--- config.mk ---
export PLATFORM = sky130hd
export DESIGN_NAME = framed_mulaw_stream_decoder
export DESIGN_NICKNAME = d
export VERILOG_FILES = /design/src/sv/fmsd_pkg.sv /design/src/sv/fmsd_front.sv /design/src/sv/fmsd_queue.sv /design/src/sv/fmsd_back.sv /design/src/sv/framed_mulaw_stream_decoder.sv
export SDC_FILE = /design/constraint.sdc
export NUM_CORES = 1
export LEC_CHECK = 0
export ABC_AREA = 1
export BUFFER_PORTS_ARGS = -buffer_cell sky130_fd_sc_hd__buf_4
export CAP_MARGIN = 20
export CORE_ASPECT_RATIO = 1.2
export CORE_UTILIZATION = 30
export CTS_BUF_LIST = sky130_fd_sc_hd__clkbuf_2
export DETAILED_ROUTE_END_ITERATION = 7
export PLACE_DENSITY = 0.56
export REMOVE_ABC_BUFFERS = 1
export SLEW_MARGIN = 20
export SYNTH_ARGS = -nofsm -noshare
export SYNTH_HDL_FRONTEND = slang
export SYNTH_SLANG_ARGS = --single-unit
--- constraint.sdc ---
create_clock -name clk -period 2.5 [get_ports clk]
set_clock_uncertainty 0.05 [all_clocks]
set_input_delay 0.625 -clock clk [delete_from_list [all_inputs] [get_ports clk]]
set_output_delay 0.625 -clock clk [all_outputs]
set_load 0.05 [all_outputs]
--- src/sv/fmsd_pkg.sv ---
`default_nettype none

package fmsd_pkg;

    localparam int HeaderBytesDefault = 12;
    localparam int PosWidth = 4;
    localparam int LenWidth = 32;
    localparam int QueueDepth = 4;
    localparam int QueuePtrWidth = $clog2(QueueDepth);
    localparam int QueueCntWidth = $clog2(QueueDepth + 1);

    localparam logic [PosWidth-1:0] LenFirstPos = 4'd8;
    localparam logic [PosWidth-1:0] LenLastPos = 4'd11;
    localparam logic [7:0] MuBias = 8'h84;

    typedef struct packed {
        logic [7:0] code;
        logic       last;
    } queue_entry_t;

    typedef struct packed {
        logic full;
        logic empty;
    } queue_status_t;

    function automatic logic signed [15:0] mulaw_expand(input logic [7:0] code);
        logic [7:0]  inv;
        logic [7:0]  base;
        logic [14:0] mag;
        begin
            inv = ~code;
            base = {1'b0, inv[3:0], 3'b000} + MuBias;
            mag = 15'({7'd0, base} << inv[6:4]) - 15'(MuBias);
            if (inv[7])
            begin
                mulaw_expand = -$signed({1'b0, mag});
            end
            else
            begin
                mulaw_expand = $signed({1'b0, mag});
            end
        end
    endfunction

endpackage

`default_nettype wire

--- src/sv/fmsd_front.sv ---
`default_nettype none

module fmsd_front #(
    parameter int HEADER_BYTES = fmsd_pkg::HeaderBytesDefault
) (
    input  wire logic                   clk,
    input  wire logic                   rst_n,
    input  wire logic                   data_valid,
    output logic                        data_stall,
    input  wire logic [7:0]             data_byte,
    input  fmsd_pkg::queue_status_t     q_status,
    output logic                        push,
    output fmsd_pkg::queue_entry_t      push_entry
);
    import fmsd_pkg::*;

    localparam logic [PosWidth-1:0] LastPos = PosWidth'(HEADER_BYTES - 1);

    logic [PosWidth-1:0] header_position_reg;
    logic [PosWidth-1:0] header_position_next;
    logic [LenWidth-1:0] length_gather_reg;
    logic [LenWidth-1:0] length_gather_next;
    logic [LenWidth-1:0] payload_left_reg;
    logic [LenWidth-1:0] payload_left_next;
    logic [LenWidth-1:0] gathered;
    logic                accept;
    logic                in_payload;

    assign data_stall = q_status.full;
    assign accept = data_valid && !data_stall;
    assign in_payload = (payload_left_reg != '0);

    assign push = accept && in_payload;
    assign push_entry.code = data_byte;
    assign push_entry.last = (payload_left_reg == LenWidth'(1));

    always_comb
    begin
        gathered = length_gather_reg;
        if (header_position_reg >= LenFirstPos && header_position_reg <= LenLastPos)
        begin
            case (header_position_reg[1:0])
                2'd0: gathered[7:0] = gathered[7:0] | data_byte;
                2'd1: gathered[15:8] = gathered[15:8] | data_byte;
                2'd2: gathered[23:16] = gathered[23:16] | data_byte;
                2'd3: gathered[31:24] = gathered[31:24] | data_byte;
                default: gathered = length_gather_reg;
            endcase
        end
    end

    always_comb
    begin
        header_position_next = header_position_reg;
        length_gather_next = length_gather_reg;
        payload_left_next = payload_left_reg;
        if (accept)
        begin
            if (in_payload)
            begin
                payload_left_next = payload_left_reg - LenWidth'(1);
            end
            else if (header_position_reg >= LastPos)
            begin
                payload_left_next = gathered;
                length_gather_next = '0;
                header_position_next = '0;
            end
            else
            begin
                length_gather_next = gathered;
                header_position_next = header_position_reg + PosWidth'(1);
            end
        end
    end

    always_ff @(posedge clk or negedge rst_n)
    begin
        if (!rst_n)
        begin
            header_position_reg <= '0;
            length_gather_reg <= '0;
            payload_left_reg <= '0;
        end
        else
        begin
            header_position_reg <= header_position_next;
            length_gather_reg <= length_gather_next;
            payload_left_reg <= payload_left_next;
        end
    end

endmodule

`default_nettype wire

--- src/sv/fmsd_queue.sv ---
`default_nettype none

module fmsd_queue (
    input  wire logic                   clk,
    input  wire logic                   rst_n,
    input  wire logic                   push,
    input  fmsd_pkg::queue_entry_t      push_entry,
    input  wire logic                   pop,
    output fmsd_pkg::queue_entry_t      head_entry,
    output fmsd_pkg::queue_status_t     q_status
);
    import fmsd_pkg::*;

    queue_entry_t             entries_reg [QueueDepth];
    logic [QueuePtrWidth-1:0] wr_ptr_reg;
    logic [QueuePtrWidth-1:0] wr_ptr_next;
    logic [QueuePtrWidth-1:0] rd_ptr_reg;
    logic [QueuePtrWidth-1:0] rd_ptr_next;
    logic [QueueCntWidth-1:0] count_reg;
    logic [QueueCntWidth-1:0] count_next;

    assign q_status.full = (count_reg == QueueCntWidth'(QueueDepth));
    assign q_status.empty = (count_reg == '0);
    assign head_entry = entries_reg[rd_ptr_reg];

    always_comb
    begin
        wr_ptr_next = push ? wr_ptr_reg + QueuePtrWidth'(1) : wr_ptr_reg;
        rd_ptr_next = pop ? rd_ptr_reg + QueuePtrWidth'(1) : rd_ptr_reg;
        count_next = count_reg;
        if (push && !pop)
        begin
            count_next = count_reg + QueueCntWidth'(1);
        end
        else if (pop && !push)
        begin
            count_next = count_reg - QueueCntWidth'(1);
        end
    end

    always_ff @(posedge clk)
    begin
        if (push)
        begin
            entries_reg[wr_ptr_reg] <= push_entry;
        end
    end

    always_ff @(posedge clk or negedge rst_n)
    begin
        if (!rst_n)
        begin
            wr_ptr_reg <= '0;
            rd_ptr_reg <= '0;
            count_reg <= '0;
        end
        else
        begin
            wr_ptr_reg <= wr_ptr_next;
            rd_ptr_reg <= rd_ptr_next;
            count_reg <= count_next;
        end
    end

endmodule

`default_nettype wire

--- src/sv/fmsd_back.sv ---
`default_nettype none

module fmsd_back (
    input  wire logic                   clk,
    input  wire logic                   rst_n,
    input  fmsd_pkg::queue_status_t     q_status,
    input  fmsd_pkg::queue_entry_t      head_entry,
    output logic                        pop,
    output logic                        sample_valid,
    input  wire logic                   sample_stall,
    output logic signed [15:0]          sample,
    output logic                        record_end
);
    import fmsd_pkg::*;

    logic               valid_reg;
    logic               valid_next;
    logic signed [15:0] sample_reg;
    logic               record_end_reg;

    assign pop = !q_status.empty && (!valid_reg || !sample_stall);

    always_comb
    begin
        valid_next = valid_reg;
        if (pop)
        begin
            valid_next = 1'b1;
        end
        else if (!sample_stall)
        begin
            valid_next = 1'b0;
        end
    end

    always_ff @(posedge clk)
    begin
        if (pop)
        begin
            sample_reg <= mulaw_expand(head_entry.code);
            record_end_reg <= head_entry.last;
        end
    end

    always_ff @(posedge clk or negedge rst_n)
    begin
        if (!rst_n)
        begin
            valid_reg <= 1'b0;
        end
        else
        begin
            valid_reg <= valid_next;
        end
    end

    assign sample_valid = valid_reg;
    assign sample = sample_reg;
    assign record_end = record_end_reg;

endmodule

`default_nettype wire

--- src/sv/framed_mulaw_stream_decoder.sv ---
// A payload byte that is accepted is written into the queue, then popped and expanded into the registered
// sample output; a sample stall can hold it in the queue or in the output register before its transaction.
// Throughput is one byte per cycle while data_stall is low; header bytes are absorbed and give no sample.
// A four-entry queue between the parser and the expander absorbs output stalls.
// Asynchronous active-low reset empties the queue and output and expects a header.
`default_nettype none

module framed_mulaw_stream_decoder #(
    parameter int HEADER_BYTES = fmsd_pkg::HeaderBytesDefault
) (
    input  wire logic         clk,
    input  wire logic         rst_n,
    input  wire logic         data_valid,
    output logic              data_stall,
    input  wire logic [7:0]   data_byte,
    output logic              sample_valid,
    input  wire logic         sample_stall,
    output logic signed [15:0] sample,
    output logic              record_end
);
    import fmsd_pkg::*;

    logic          push;
    logic          pop;
    queue_entry_t  push_entry;
    queue_entry_t  head_entry;
    queue_status_t q_status;

    fmsd_front #(
        .HEADER_BYTES(HEADER_BYTES)
    ) u_front (
        .clk        (clk),
        .rst_n      (rst_n),
        .data_valid (data_valid),
        .data_stall (data_stall),
        .data_byte  (data_byte),
        .q_status   (q_status),
        .push       (push),
        .push_entry (push_entry)
    );

    fmsd_queue u_queue (
        .clk        (clk),
        .rst_n      (rst_n),
        .push       (push),
        .push_entry (push_entry),
        .pop        (pop),
        .head_entry (head_entry),
        .q_status   (q_status)
    );

    fmsd_back u_back (
        .clk          (clk),
        .rst_n        (rst_n),
        .q_status     (q_status),
        .head_entry   (head_entry),
        .pop          (pop),
        .sample_valid (sample_valid),
        .sample_stall (sample_stall),
        .sample       (sample),
        .record_end   (record_end)
    );

    a_no_push_when_full: assert property (@(posedge clk) disable iff (!rst_n)
        push |-> !q_status.full)
        else $error("Queue written while full.");

    a_no_pop_when_empty: assert property (@(posedge clk) disable iff (!rst_n)
        pop |-> !q_status.empty)
        else $error("Queue read while empty.");

    a_output_drains: assert property (@(posedge clk) disable iff (!rst_n)
        (sample_valid && !sample_stall && q_status.empty) |=> !sample_valid)
        else $error("Sample transaction repeated with nothing queued.");

endmodule

`default_nettype wire
== Yosys cells after proc, flatten, opt, wreduce, memory -nomap -nowiden ==
Memory sizes are Yosys's and may differ from the RTL's.
Cells that the tools add are included.
Cells by class
  $add $sub $neg: 9
  order comparisons: 3
  equality and inequality tests: 6
  shift-type cells: 1
  muxes and demuxes: 16
  bitwise operators: 6
  reductions and logical operators: 20
Operator list (count)
  $mux 32: 4
  $eq 32x1->1 const B: 1
  $mux 8: 4
  $or 8x8->8: 4
  $reduce_bool 32->1: 1
  $sub 32x1->32 const B: 1
  $neg 15->16: 1
  $mux 15: 1
  $shl 8x3->15: 1
  $sub 15x8->15 const B: 1
  $add 7x8->8 const B: 1
  $ge 4x4->1 const B: 2
  $not 8->8: 1
  $logic_and 1x1->1: 6
  $logic_not 1->1: 6
  $mux 3: 2
  $add 2x1->2 const B: 2
  $add 4x1->4 const B: 1
  $eq 2x2->1 const B: 2
  $le 4x4->1 const B: 1
  $mux 1: 4
  $mux 4: 1
  $reduce_and 2->1: 2
  $reduce_bool 2->1: 2
  other kinds (9): 9
Word-level totals
  bits in registers: 93
  bits in writable memories: 36
  input bits: 12
  output and inout bits: 19
  logic and storage cells: 72
  memories: 1
Memory list
  u_queue.entries_reg: depth 4, bits a word 9, read ports 1, clocked after Yosys merged registers in 0, wr ports 1, line fmsd_queue.sv:14  | queue_entry_t entries_reg [QueueDepth];

== Depth between registers and ports, before layout ==
Gate-level depths: netlist of run 1.
  word-level depth: 8
  gate-level depth with buffers: 25
  mapped depth without buffers: 25

== Cells and area by module ==
Synthesis of run 1 repeated with hierarchy kept, for this count alone.
Second synthesis, totals
  cell total of the unflattened synthesis: 986
  area, all modules: 7746.2 um^2
By module, submodules not included
  fmsd_front: times used 1, cells an instance 661, area an instance 4478.0 um^2, sequential area each 1701.6 um^2
  fmsd_queue: times used 1, cells an instance 152, area an instance 1920.6 um^2, sequential area each 1256.2 um^2
  fmsd_back: times used 1, cells an instance 173, area an instance 1347.5 um^2, sequential area each 475.5 um^2

== Least setup slack after synthesis of run 1 ==
No wires, ideal clock.
  path type: reg-to-reg
  start: register u_queue.rd_ptr_reg[0]
  end: register u_back.sample_reg[12], in the netlist u_back.sample[12] (data pin)
  library setup time: 0.249 ns
  arrival: 2.348 ns
  required time: 2.201 ns
  slack: -0.147 ns
  stages on the path, launching flop included: 24
  path buffers: 2
  clock period less this slack: 2.647 ns
  cells stage by stage: dfrtp_1 -> buf_6 -> o21ai_1 -> nand2_1 -> nand2_2 -> buf_4 -> nand3_1 -> ha_1 -> nand3_1 -> nand2_1 -> inv_1 -> nand2_1 -> inv_1 -> nand2_2 -> nand2_2 -> nand2_1 -> nand2_1 -> nand2_2 -> nor2_2 -> nand3_1 -> nand2_1 -> nand2_1 -> nand2_1 -> inv_1
Between the ends
  word-level cells in the longest chain between the ends: 7
Ends and longest elaborated chain
  from (decl): line fmsd_queue.sv:17  | logic [QueuePtrWidth-1:0] rd_ptr_reg;
  from (signal assigned): line fmsd_queue.sv:60  | rd_ptr_reg <= rd_ptr_next;
  $mem_v2 4x9 *
  $not 8->8 *: line fmsd_pkg.sv:31  | inv = ~code;
  $add 7x8->8: line fmsd_pkg.sv:32  | base = {1'b0, inv[3:0], 3'b000} + MuBias;
  $shl 8x3->15: line fmsd_pkg.sv:33  | mag = 15'({7'd0, base} << inv[6:4]) - 15'(MuBias);
  $sub 15x8->15: line fmsd_pkg.sv:33
  $neg 15->16: line fmsd_pkg.sv:36  | mulaw_expand = -$signed({1'b0, mag});
  $mux 15 *: line fmsd_pkg.sv:34  | if (inv[7])
  to (signal assigned): line fmsd_back.sv:40  | sample_reg <= mulaw_expand(head_entry.code);
  to (decl): line fmsd_back.sv:18  | logic signed [15:0] sample_reg;
Every way passes the cells marked *; elsewhere a longest branch is shown, timed or not.
A chain may end at the register's enable or synchronous reset.

== Worst setup path in the final report of run 1 ==
  start: register u_queue.rd_ptr_reg[0]
  end: register u_back.sample_reg[14], in the netlist u_back.sample[14] (data pin)
Same word-level chain as after synthesis.

==> results of run 1 <==
## worst max path at each step
stage | startpoint | slack (ps) | cells after the start | end
floorplan | u_queue.count_reg[0] | -440 | 7 | u_front.payload_left_reg[3]
global placement | u_queue.rd_ptr_reg[0] | -250 | 20 | u_back.sample[10]
detailed placement | u_queue.rd_ptr_reg[0] | -320 | 23 | u_back.sample[14]
CTS | u_queue.rd_ptr_reg[0] | -170 | 21 | u_back.sample[10]
global route | u_queue.rd_ptr_reg[0] | -350 | 24 | u_back.sample[14]
finish | u_queue.rd_ptr_reg[0] | -170 | 23 | u_back.sample[14]
## power by group
group	total, mW	internal, mW	switching (mW)	leakage, nW
sequential	3.23	2.91	0.325	1.29
combinational	8.58	3.76	4.82	2.72
clock	1.34	0.473	0.865	0.150
total	13.2	7.14	6.01	4.16
## layout make-up
cell class / instances / area (sq um) / area share [%]
tap: 315 / 394.1 / 4.212
antenna: 1 / 2.502 / 0.02674
clock inverter: 15 / 158.9 / 1.698
inverter: 115 / 456.7 / 4.880
multi-input combinational: 591 / 3492 / 37.32
timing repair buffer: 160 / 1334 / 14.25
sequential: 127 / 3435 / 36.70
clock buffer: 17 / 85.08 / 0.9092
## metrics by stage
step / setup WS (ps) / hold WS, ps / setup TNS, ps / area [sq um]
final: -165.8 / 82.34 / -704.0 / 9358
after CTS: -169.9 / 29.15 / -591.8 / 9089
after floorplan: -437.4 / 279.4 / -15040 / 6988
after detailed placement: -323.4 / 437.1 / -4236 / 8434
after global placement: -245.8 / 431.3 / -2972 / 8434
after global routing: -346.3 / 27.72 / -2345 / 9358
## routing by layer
layer	vias up	GRT usage, %
met5	-	0
met4	0	7.246
met3	34	2.784
met2	89	29.71
met1	2888	18.04
li1	3126	-
## repair_timing
action,in CTS,in global routing
resized for setup,73,59
hold endpoints to repair,42,0
endpoints found under the setup margin,54,72
pin swaps,41,31
gates cloned,0,1
setup buffers,19,7
hold buffers,2,0
## kinds of logic after synthesis
kind of cell,share of synthesized area [%]
other cells,0.05236
xor+xnor,3.791
mux,0.2970
buf+inv,8.525
fa+ha+maj,2.900
compound gates,10.83
simple gates,25.66
flops,47.94
## worst max-delay path, cell delays in order (launching register included)
cell and delay [ps]:
dfrtp_2 510, buf_6 150, o21ai_2 90, nand2_1 70, nand2_2 120, inv_4 60
nor2_4 130, nand2_4 80, ha_4 160, nand3_4 50, nand2_2 60, inv_2 50
nand2_2 50, inv_2 70, nand2_4 60, nand2_4 70, nand2_2 60, nand2_2 70
nand2_4 60, nor2_4 130, buf_6 100, nand3_2 70, nand3_2 60, nand2_1 50
## Yosys cell counts (2+ instances only)
cell / n
nand2_1: 187
nor2_1: 112
inv_1: 99
dfrtp_1: 76
edfxtp_1: 51
o21ai_0: 50
nand3_1: 45
xor2_1: 23
a31oi_1: 22
nor3_1: 19
a21oi_1: 18
o32ai_1: 17
ha_1: 15
inv_2: 14
nand2_2: 14
o21ai_1: 10
buf_4: 8
xnor2_1: 8
clkbuf_1: 7
nand3_2: 7
buf_6: 6
nor2_2: 6
nor2_4: 6
nand4_1: 5
buf_2: 4
nand2_4: 4
a32o_1: 3
o22ai_1: 3
nor4_1: 2
==> key figures, run 1 <==
STA
  • Period utilisation layout: 106.6%
  • RSZ-0062 raised after global routing: true
  • Tmin final: 2666 ps
  • Slew Limit Fails: 0
  • Final Hold Viols: 0
  • Final setup fails: 8
  • Worst rel slew slack: 61.01%
  • Tightest Pin Transition: 584.2 ps
  • Fmax achieved: approximately 380 MHz
  • PnR worst setup slack: -165.8 ps

Finish
  • Most frequent cells in the layout: nand2_1, buf_4, nor2_1
  • Non-Filler Instances: around 1300
  • Fraction of layout cells with a size suffix above 1: around a third
  • Largest register FFs: 36
  • Filler cells: around 2400
  • Leading cell type in the layout, fill and taps excluded: nand2_1
  • Layout Nets: ~1000
  • Layout Area Growth over Synthesis: 30.66%
  • Final Util: about two fifths

Clock tree
  • H-tree depth: 4
  • Clock Sinks: about 130
  • Worst skew pair latency: ~750 ps
  • CTS Buf Count: 17
  • Longest Clk Path Bufs: 2
  • Clock Tree Root: clkbuf_2
  • CTS tree: yes
  • Worst-path clk slew: approximately 220 ps

Detailed routing
  • Routed Antenna Nets: 0
  • Met2 WL: between 9000 and 10000 microns
  • Via-per-instance ratio: ~4.6
  • Drt drc: 0
  • Total Wirelength: ~19000 microns
  • Via count: 6137
  • M1 WL: a little under 8000 microns
  • 1st-iter DRT viols: 281
  • DRT Pass-1 Iters: 4
  • Wire per inst: roughly 14 microns
  • Top layer in use: met4
  • Met3 wire length: 522 microns

Place
  • HPWL after DPL: between 10000 and 15000 microns
  • Cell count after placement: 1281
  • Port Buf Inserts: 28
  • Gp weighted congestion: approximately 0.87

Synthesis
  • Syn_area_per_cell: about 8.3 sq um
  • Synth Register Bits: about 130
  • Top post-synthesis cells by area: dfrtp_1, edfxtp_1, nand2_1
  • Mapped Cells: between 800 and 900
  • Synth Flop Type: dfrtp_1
  • Ys async rst share: ~60%
  • Cell taking the most area after synthesis: dfrtp_1
  • Post-synth EDFFs: between 50 and 60
  • Post-synth top area share: 26.55%
  • Sequential fraction of the synthesis area: about 48%
  • Distinct cells, synth: 46
  • Yosys warns: 0
  • Synth Cell Area: between 0.007 and 0.008 sq mm

Global route
  • First-pass GRT wire length: between 30000 and 40000 microns
  • GRT Overall Usage: roughly 16%
  • Initial antenna violation count: 1
  • Vias in the first global route: roughly 6000
  • GRT Residual Overflow: 0
  • Largest net degree at the start of global routing: 44

Die
  • Core Region: approximately 0.023 sq mm
  • Die area: 0.02450 sq mm
  • Chip Width: 143.0 microns
  • Initial Util: 30.77%
  • Die Y: ~170 microns
  • Std cell rows: between 60 and 70
  • Top Ports: 31

Critical path
  • FF-to-FF Start: u_queue.rd_ptr_reg[0]
  • Worst-path fanout max: 6
  • Worst EP arrival: slightly above 3000 ps
  • CP Launch Type: flop
  • Crit. End Element: flop
  • Critical path class: flop to flop
  • Reg2Reg Depth: 23
  • Reg2Reg Capture Point: u_back.sample[14]
  • R2R Setup Slk: -170 ps
  • Worst EP required: about 3000 ps

Pwr
  • Tot Pwr: 13.15 mW
  • Leak pwr: ~4.2 nW
  • Worst IR Drop VDD: about 0.77 mV
  • Pwr Density: roughly 1400 mW/mm^2

Job
  • Max Cap Violations: 0

Min path
  • Worst hold path class: input port to flop
  • Worst hold path depth: 1
  • Hold endpoint: u_queue.entries_reg[3][8]
  • Hold path startpoint: data_byte[7]

Run status
  • Status: finished with violations
  • Failing checks: setup timing
No activity file was read; power rests on OpenSTA's default activity.
==> run 2: changes to the inputs <==
BUFFER_PORTS_ARGS = -buffer_cell sky130_fd_sc_hd__buf_2   (was -buffer_cell sky130_fd_sc_hd__buf_4)
==> run 2 against run 1 <==
Against the previous run:
- the run still ends with setup timing left
- non-clock buffer count grew 6
- global-route usage decreased by 0.18 points
- combinational power shrank 2.8%
- final cell count increased by 0.45%
- highest routed layer unchanged
==> key figures, run 2 (synthesized netlist as in run 1, its figures left out) <==
Die
  • Initial Util: 30.77% (unchanged)
  • Top Ports: 31 (unchanged)
  • Die area: 0.02450 sq mm (unchanged)
  • Core Region: 0.02328 sq mm (unchanged)
  • Std cell rows: 61 (unchanged)
  • Chip Width: 143.0 microns (unchanged)
  • Die Y: 171.3 microns (unchanged)

Finish
  • Layout Area Growth over Synthesis: 31.81%
  • Fraction of layout cells with a size suffix above 1: 32.98% (+1.4 points)
  • Layout Nets: 1046 (+0.58%)
  • Filler cells: 2338 (-1.5%)
  • Final Util: 40.55% (+0.35 points)
  • Most frequent cells in the layout: nand2_1, buf_4, nor2_1
  • Leading cell type in the layout, fill and taps excluded: nand2_1
  • Seq. cell area: 0.003435 sq mm (unchanged)
  • Non-Filler Instances: 1347 (+0.45%)
  • Area of the multi-input gates: 0.003580 sq mm (+2.5%)
  • Largest register FFs: 36 (unchanged)

Place
  • HPWL after DPL: 13610 microns (-0.99%)
  • Gp weighted congestion: 0.8292 (-4.8%)
  • Cell count after placement: 1274 (-0.55%)
  • Port Buf Inserts: 28 (unchanged)

Critical path
  • Worst EP arrival: 3110 ps (+20 ps)
  • CP top delay family: simple AND/OR/NAND/NOR gates
  • CP peak stage delay: 530 ps (+20 ps)
  • Worst EP required: 2910 ps (-20 ps)
  • FF-to-FF Start: u_queue.rd_ptr_reg[0]
  • Crit. End Element: flop
  • Crit. Startpoint: u_queue.rd_ptr_reg[0]
  • Worst path bufs/invs: 5 (unchanged)
  • Critical path class: flop to flop
  • CP Cell Sequence: buf_6 > o21ai_2 > nand2_1 > nand2_2 > inv_4 > nor2_4 > nand2_4 > ha_4 > nand3_2 > nand2_2 > inv_2 > nand2_2 > inv_2 > nand2_4 > nand2_4 > nand2_4 > nand2_2 > nand2_4 > nor2_4 > buf_4 > nand3_1 > nand3_1 > nand2_1
  • Slowest CP cell: dfrtp_2
  • Worst-path fanout max: 7 (+1)
  • Reg2Reg Depth: 23 (unchanged)
  • Reg2Reg Capture Point: u_back.sample[14]
  • R2R Setup Slk: -210 ps (-40 ps)
  • Cell mode on critical path: nand2_4
  • CP Launch Type: flop

Detailed routing
  • Total Wirelength: 19020 microns (+2.1%)
  • Via count: 6241 (+1.7%)
  • Routed Antenna Nets: 0 (unchanged)
  • Wire per inst: 14.12 microns (+1.6%)
  • DRT Pass-1 Iters: 5 (+1)
  • Drt drc: 0 (unchanged)
  • 1st-iter DRT viols: 333 (+19%)
  • Via-per-instance ratio: 4.633 (+1.2%)

STA
  • PnR worst setup slack: -206.1 ps (-40.36 ps)
  • Final Hold Viols: 0 (unchanged)
  • Tmin final: 2706 ps (+40.36 ps)
  • Fmax achieved: 369.5 MHz (-1.5%)
  • Final setup fails: 8 (unchanged)
  • RSZ-0062 raised after global routing: true
  • Worst rel slew slack: 61.55% (+0.54 points)
  • Tightest Pin Transition: 576.1 ps (-8.096 ps)
  • Slew Limit Fails: 0 (unchanged)
  • Period utilisation layout: 108.2% (+1.6 points)

Min path
  • Hold path startpoint: sample_stall
  • Hold endpoint: u_back.sample_valid
  • Worst hold path depth: 3 (+2)
  • Worst hold path class: input port to flop

Global route
  • Largest net degree at the start of global routing: 42 (-4.5%)
  • Vias in the first global route: 5970 (-1.4%)
  • GRT Residual Overflow: 0 (unchanged)
  • Initial antenna violation count: 1 (unchanged)
  • First-pass GRT wire length: 29930 microns (-1.4%)
  • GRT Overall Usage: 15.97% (-0.18 points)

Clock tree
  • CTS Buf Count: 17 (unchanged)
  • Clock Sinks: 127 (unchanged)
  • Worst-path clk slew: 200 ps (-20 ps)
  • H-tree depth: 4 (unchanged)
  • CTS tree: yes
  • Longest Clk Path Bufs: 2 (unchanged)
  • Worst skew pair latency: 660 ps (-90 ps)
  • Clock Tree Root: clkbuf_2

Run status
  • Status: finished with violations
  • Failing checks: setup timing

Job
  • Max Cap Violations: 0 (unchanged)

Pwr
  • Leak pwr: 4.211 nW (+1.1%)
  • Worst IR Drop VDD: 0.6299 mV (-19%)
  • Pwr Density: 1359 mW/mm^2 (-3.3%)
[run 2: area by class of cell]
type | instances | area share, %
Multi-Input combinational cell | 591 | 37.92
Sequential cell | 127 | 36.38
Clock buffer | 20 | 1.060
Clock inverter | 12 | 1.246
Tap cell | 315 | 4.175
Antenna cell | 1 | 0.02651
Timing Repair Buffer | 166 | 14.33
Inverter | 115 | 4.864
[run 2: worst max path at each step]
stage,end,cells past startpoint,slack (ps)
6_report,u_back.sample[14],23,-210
5_1_grt,u_back.sample[10],21,-400
4_1_cts,u_back.sample[10],21,-190
3_5_place_dp,u_back.sample[14],24,-320
3_3_place_gp,u_back.sample[12],25,-260
2_1_floorplan,u_front.payload_left_reg[3],7,-440
[run 2: worst register-to-register path, cell delays in order, from the launching register on]
cell and delay [ps]:
dfrtp_2 530, buf_6 150, o21ai_2 120, nand2_1 70, nand2_2 120, inv_4 60
nor2_4 140, nand2_4 80, ha_4 160, nand3_2 60, nand2_2 60, inv_2 50
nand2_2 50, inv_2 70, nand2_4 60, nand2_4 80, nand2_4 50, nand2_2 70
nand2_4 60, nor2_4 120, buf_4 110, nand3_1 70, nand3_1 70, nand2_1 60
[run 2: timing repair]
| item | in CTS | in global routing |
|---|---|---|
| gates cloned | 1 | 3 |
| buffers inserted | 12 | 23 |
| endpoints found under the setup margin | 83 | 77 |
| pin swaps | 39 | 33 |
| endpoints found under the hold margin | 31 | 0 |
| hold buffers | 1 | 0 |
| gates resized for setup | 60 | 93 |
[run 2: per-stage QoR]
step,setup TNS (ps),hold WS (ps),total power [mW],instance area (sq um),setup WS (ps)
2_1_floorplan,-15040,279.4,7.668,6988,-437.4
3_3_place_gp,-5431,430.9,10.06,8314,-257.0
3_5_place_dp,-6629,435.6,10.12,8314,-322.4
4_1_cts,-646.0,31.39,12.16,8856,-189.7
5_1_grt,-3071,4.073,13.97,9440,-397.2
6_report,-1198,120.6,12.83,9440,-206.1
[run 2: metal layers]
metal	up-vias	part of all wire, %	GRT usage (%)	wire (microns)
met2	114	53	28.06	10070
li1	3143	-	-	-
met1	2957	42	18.73	7980
met5	-	0	0	0
met3	27	2.9	3.452	546
met4	0	2.2	6.592	421
[run 2: power by group]
| part | leakage (nW) | total, mW | switching (mW) | internal [mW] |
|---|---|---|---|---|
| Sequential | 1.29 | 3.24 | 0.335 | 2.91 |
| Clock | 0.150 | 1.25 | 0.786 | 0.462 |
| Combinational | 2.77 | 8.34 | 4.77 | 3.56 |
==> run 3: changes to the inputs <==
REMOVE_ABC_BUFFERS = default   (was 1)
==> run 3 against run 2 <==
Against the previous run:
- the run still ends with setup timing left
- maximum frequency shrank 0.83%
- die area is the same
- core utilization shrank 1.2 points
- critical path type unchanged
- final cell count shrank 1.2%
- worst setup slack lost 23 ps
- register-to-register slack lost 20 ps
- hold slack lost 14 ps
- critical path depth grew 1
- final area shrank 3.0%
- sequential share of layout area grew 1.1 points
- power shrank 0.82%
- sequential power is essentially flat
==> key figures, run 3 (synthesized netlist as in run 1, its figures left out) <==
Place
  • Cell count after placement: 1266 (-0.63%)
  • Port Buf Inserts: 28 (unchanged)
  • Gp weighted congestion: 0.8416 (+1.5%)
  • HPWL after DPL: 13470 microns (-1.0%)

STA
  • Worst rel slew slack: 63.41% (+1.9 points)
  • Tmin final: 2729 ps (+22.75 ps)
  • Slew Limit Fails: 0 (unchanged)
  • Period utilisation layout: 109.2% (+0.91 points)
  • Tightest Pin Transition: 548.3 ps (-27.79 ps)
  • Fmax achieved: 366.5 MHz (-0.83%)
  • Final setup fails: 9 (+1)
  • RSZ-0062 raised after global routing: true
  • PnR worst setup slack: -228.9 ps (-22.75 ps)
  • Final Hold Viols: 0 (unchanged)
  • Fin Hold WS: 106.5 ps (-14.15 ps)

Pwr
  • Pwr Density: 1389 mW/mm^2 (+2.2%)
  • Internal power: 6.901 mW (-0.45%)
  • Sw Ratio: 45.75% (-0.20 points)
  • Switch Pwr: 5.820 mW (-1.3%)
  • Leak pwr: 4.102 nW (-2.6%)
  • Seq pwr share: 25.3% (about the same)
  • Combinational share of power: 63.3% (-1.7 points)
  • Worst IR Drop VDD: 0.5476 mV (-13%)
  • Clk pwr share: 11.3% (+1.6 points)

Finish
  • Leading cell type in the layout, fill and taps excluded: nand2_1
  • Fraction of layout cells with a size suffix above 1: 30.25% (-2.7 points)
  • Layout Nets: 1030 (-1.5%)
  • Layout Area Growth over Synthesis: 27.90%
  • Final Util: 39.35% (-1.2 points)
  • Most frequent cells in the layout: nand2_1, buf_4, nor2_1
  • Largest register FFs: 36 (unchanged)
  • Non-Filler Instances: 1331 (-1.2%)

Clock tree
  • Worst-path clk slew: 200 ps (about the same)
  • H-tree depth: 4 (unchanged)
  • Clock Sinks: 127 (unchanged)
  • CTS tree: yes
  • Worst skew pair latency: 710 ps (+50 ps)
  • CTS Buf Count: 17 (unchanged)
  • Longest Clk Path Bufs: 2 (unchanged)
  • Clock Tree Root: clkbuf_2

Critical path
  • CP peak stage delay: 480 ps (-50 ps)
  • Worst-path fanout max: 6 (-1)
  • Crit. End Element: flop
  • Slowest CP cell: dfrtp_2
  • Worst EP arrival: 3170 ps (+60 ps)
  • CP top delay family: simple AND/OR/NAND/NOR gates
  • Worst EP required: 2940 ps (+30 ps)
  • FF-to-FF Start: u_queue.rd_ptr_reg[0]
  • Critical path class: flop to flop
  • Reg2Reg Capture Point: u_back.sample[10]
  • Worst path bufs/invs: 5 (unchanged)
  • CP Launch Type: flop
  • CP Cell Sequence: buf_6 > buf_12 > nand2_2 > nand2_1 > nand2_1 > nand2_2 > nand2_2 > nand3_4 > nand2_4 > ha_4 > nand3_2 > nand2_2 > inv_2 > nand2_2 > nand2_2 > inv_2 > nand2_1 > nor2_2 > nand2_2 > nor2_4 > nand2_1 > nand2_1 > xor2_1 > inv_1
  • R2R Setup Slk: -230 ps (-20 ps)
  • Cell mode on critical path: nand2_2
  • Reg2Reg Depth: 24 (+4.3%)

Min path
  • Hold endpoint: u_back.sample_valid
  • Worst hold path class: input port to flop
  • Hold path startpoint: sample_stall
  • Worst hold path depth: 3 (unchanged)

Die
  • Initial Util: 30.77% (unchanged)
  • Top Ports: 31 (unchanged)
  • Die area: 0.02450 sq mm (unchanged)
  • Die Y: 171.3 microns (unchanged)
  • Core Region: 0.02328 sq mm (unchanged)
  • Std cell rows: 61 (unchanged)
  • Chip Width: 143.0 microns (unchanged)

Global route
  • GRT Overall Usage: 15.77% (-0.20 points)
  • First-pass GRT wire length: 29720 microns (-0.71%)
  • Initial antenna violation count: 1 (unchanged)
  • GRT Residual Overflow: 0 (unchanged)
  • Vias in the first global route: 6160 (+3.2%)
  • Largest net degree at the start of global routing: 42 (unchanged)

Detailed routing
  • Drt drc: 0 (unchanged)
  • Wire per inst: 13.80 microns (-2.3%)
  • Total Wirelength: 18360 microns (-3.5%)
  • 1st-iter DRT viols: 301 (-9.6%)
  • Via count: 6232 (-0.14%)
  • Via-per-instance ratio: 4.682 (+1.1%)
  • DRT Pass-1 Iters: 6 (+1)
  • Routed Antenna Nets: 0 (unchanged)

Run status
  • Failing checks: setup timing
  • Status: finished with violations

Job
  • Max Cap Violations: 0 (unchanged)
==> run 3: final cells by class <==
type / count / area (sq um)
Fill cell: 2354 / 14120
Sequential cell: 127 / 3435
Multi-Input combinational cell: 591 / 3413
Timing Repair Buffer: 150 / 1196
Inverter: 115 / 451.7
Tap cell: 315 / 394.1
Clock inverter: 14 / 177.7
Clock buffer: 18 / 90.09
Antenna cell: 1 / 2.502
==> run 3: worst max-delay path by stage <==
stage,startpoint,to,slack [ps],cells past startpoint
6_report,u_queue.rd_ptr_reg[0],u_back.sample[10],-230,24
5_1_grt,u_queue.rd_ptr_reg[0],u_back.sample[10],-460,22
4_1_cts,u_queue.rd_ptr_reg[0],u_back.sample[10],-250,22
3_5_place_dp,u_queue.rd_ptr_reg[0],u_back.sample[10],-270,23
3_3_place_gp,u_queue.rd_ptr_reg[0],u_back.sample[10],-180,23
2_1_floorplan,u_queue.rd_ptr_reg[0],u_back.sample[10],-30,24
==> run 3: what timing repair did <==
action | 4_1_cts | 5_1_grt
pin swaps | 33 | 25
endpoints found under the hold margin | 22 | 0
buffers inserted | 18 | 11
gates resized for setup | 44 | 53
hold buffers | 1 | 0
setup endpoints to repair | 66 | 78
cloned | 2 | 0
==> run 3: power groups by stage <==
stage          sequential (mW)  combinational (mW)  clock (mW)
3_5_place_dp              3.27                6.95           0
5_1_grt                   3.29                8.98        1.58
2_1_floorplan             3.74                4.25           0
3_3_place_gp              3.27                6.88           0
4_1_cts                   3.21                7.68        1.49
6_report                  3.22                8.06        1.44
==> run 3: routing by layer <==
layer | track usage, % | wire [microns] | up-vias
li1 | - | - | 3118
met1 | 17.24 | 7635 | 2933
met2 | 29.31 | 9682 | 149
met3 | 3.257 | 608 | 32
met4 | 6.545 | 436 | 0
met5 | 0 | 0 | -
==> run 3: worst register-to-register path: cells and delay by family, from the launching register on <==
| family | cells | cell delay (ps) |
|---|---|---|
| xor+xnor | 1 | 150 |
| flops | 1 | 480 |
| buf+inv | 5 | 410 |
| simple gates | 17 | 1290 |
| fa+ha+maj | 1 | 130 |
==> run 3: stage by stage <==
stage / instance area, sq um / setup TNS (ps) / total power, mW / setup slack (ps)
floorplan: 7238 / -42.83 / 7.984 / -29.35
global placement: 8310 / -3778 / 10.15 / -179.9
detailed placement: 8310 / -4762 / 10.22 / -266.6
CTS: 8917 / -1486 / 12.38 / -250.5
global route: 9160 / -3579 / 13.85 / -460.6
finish: 9160 / -1323 / 12.72 / -228.9
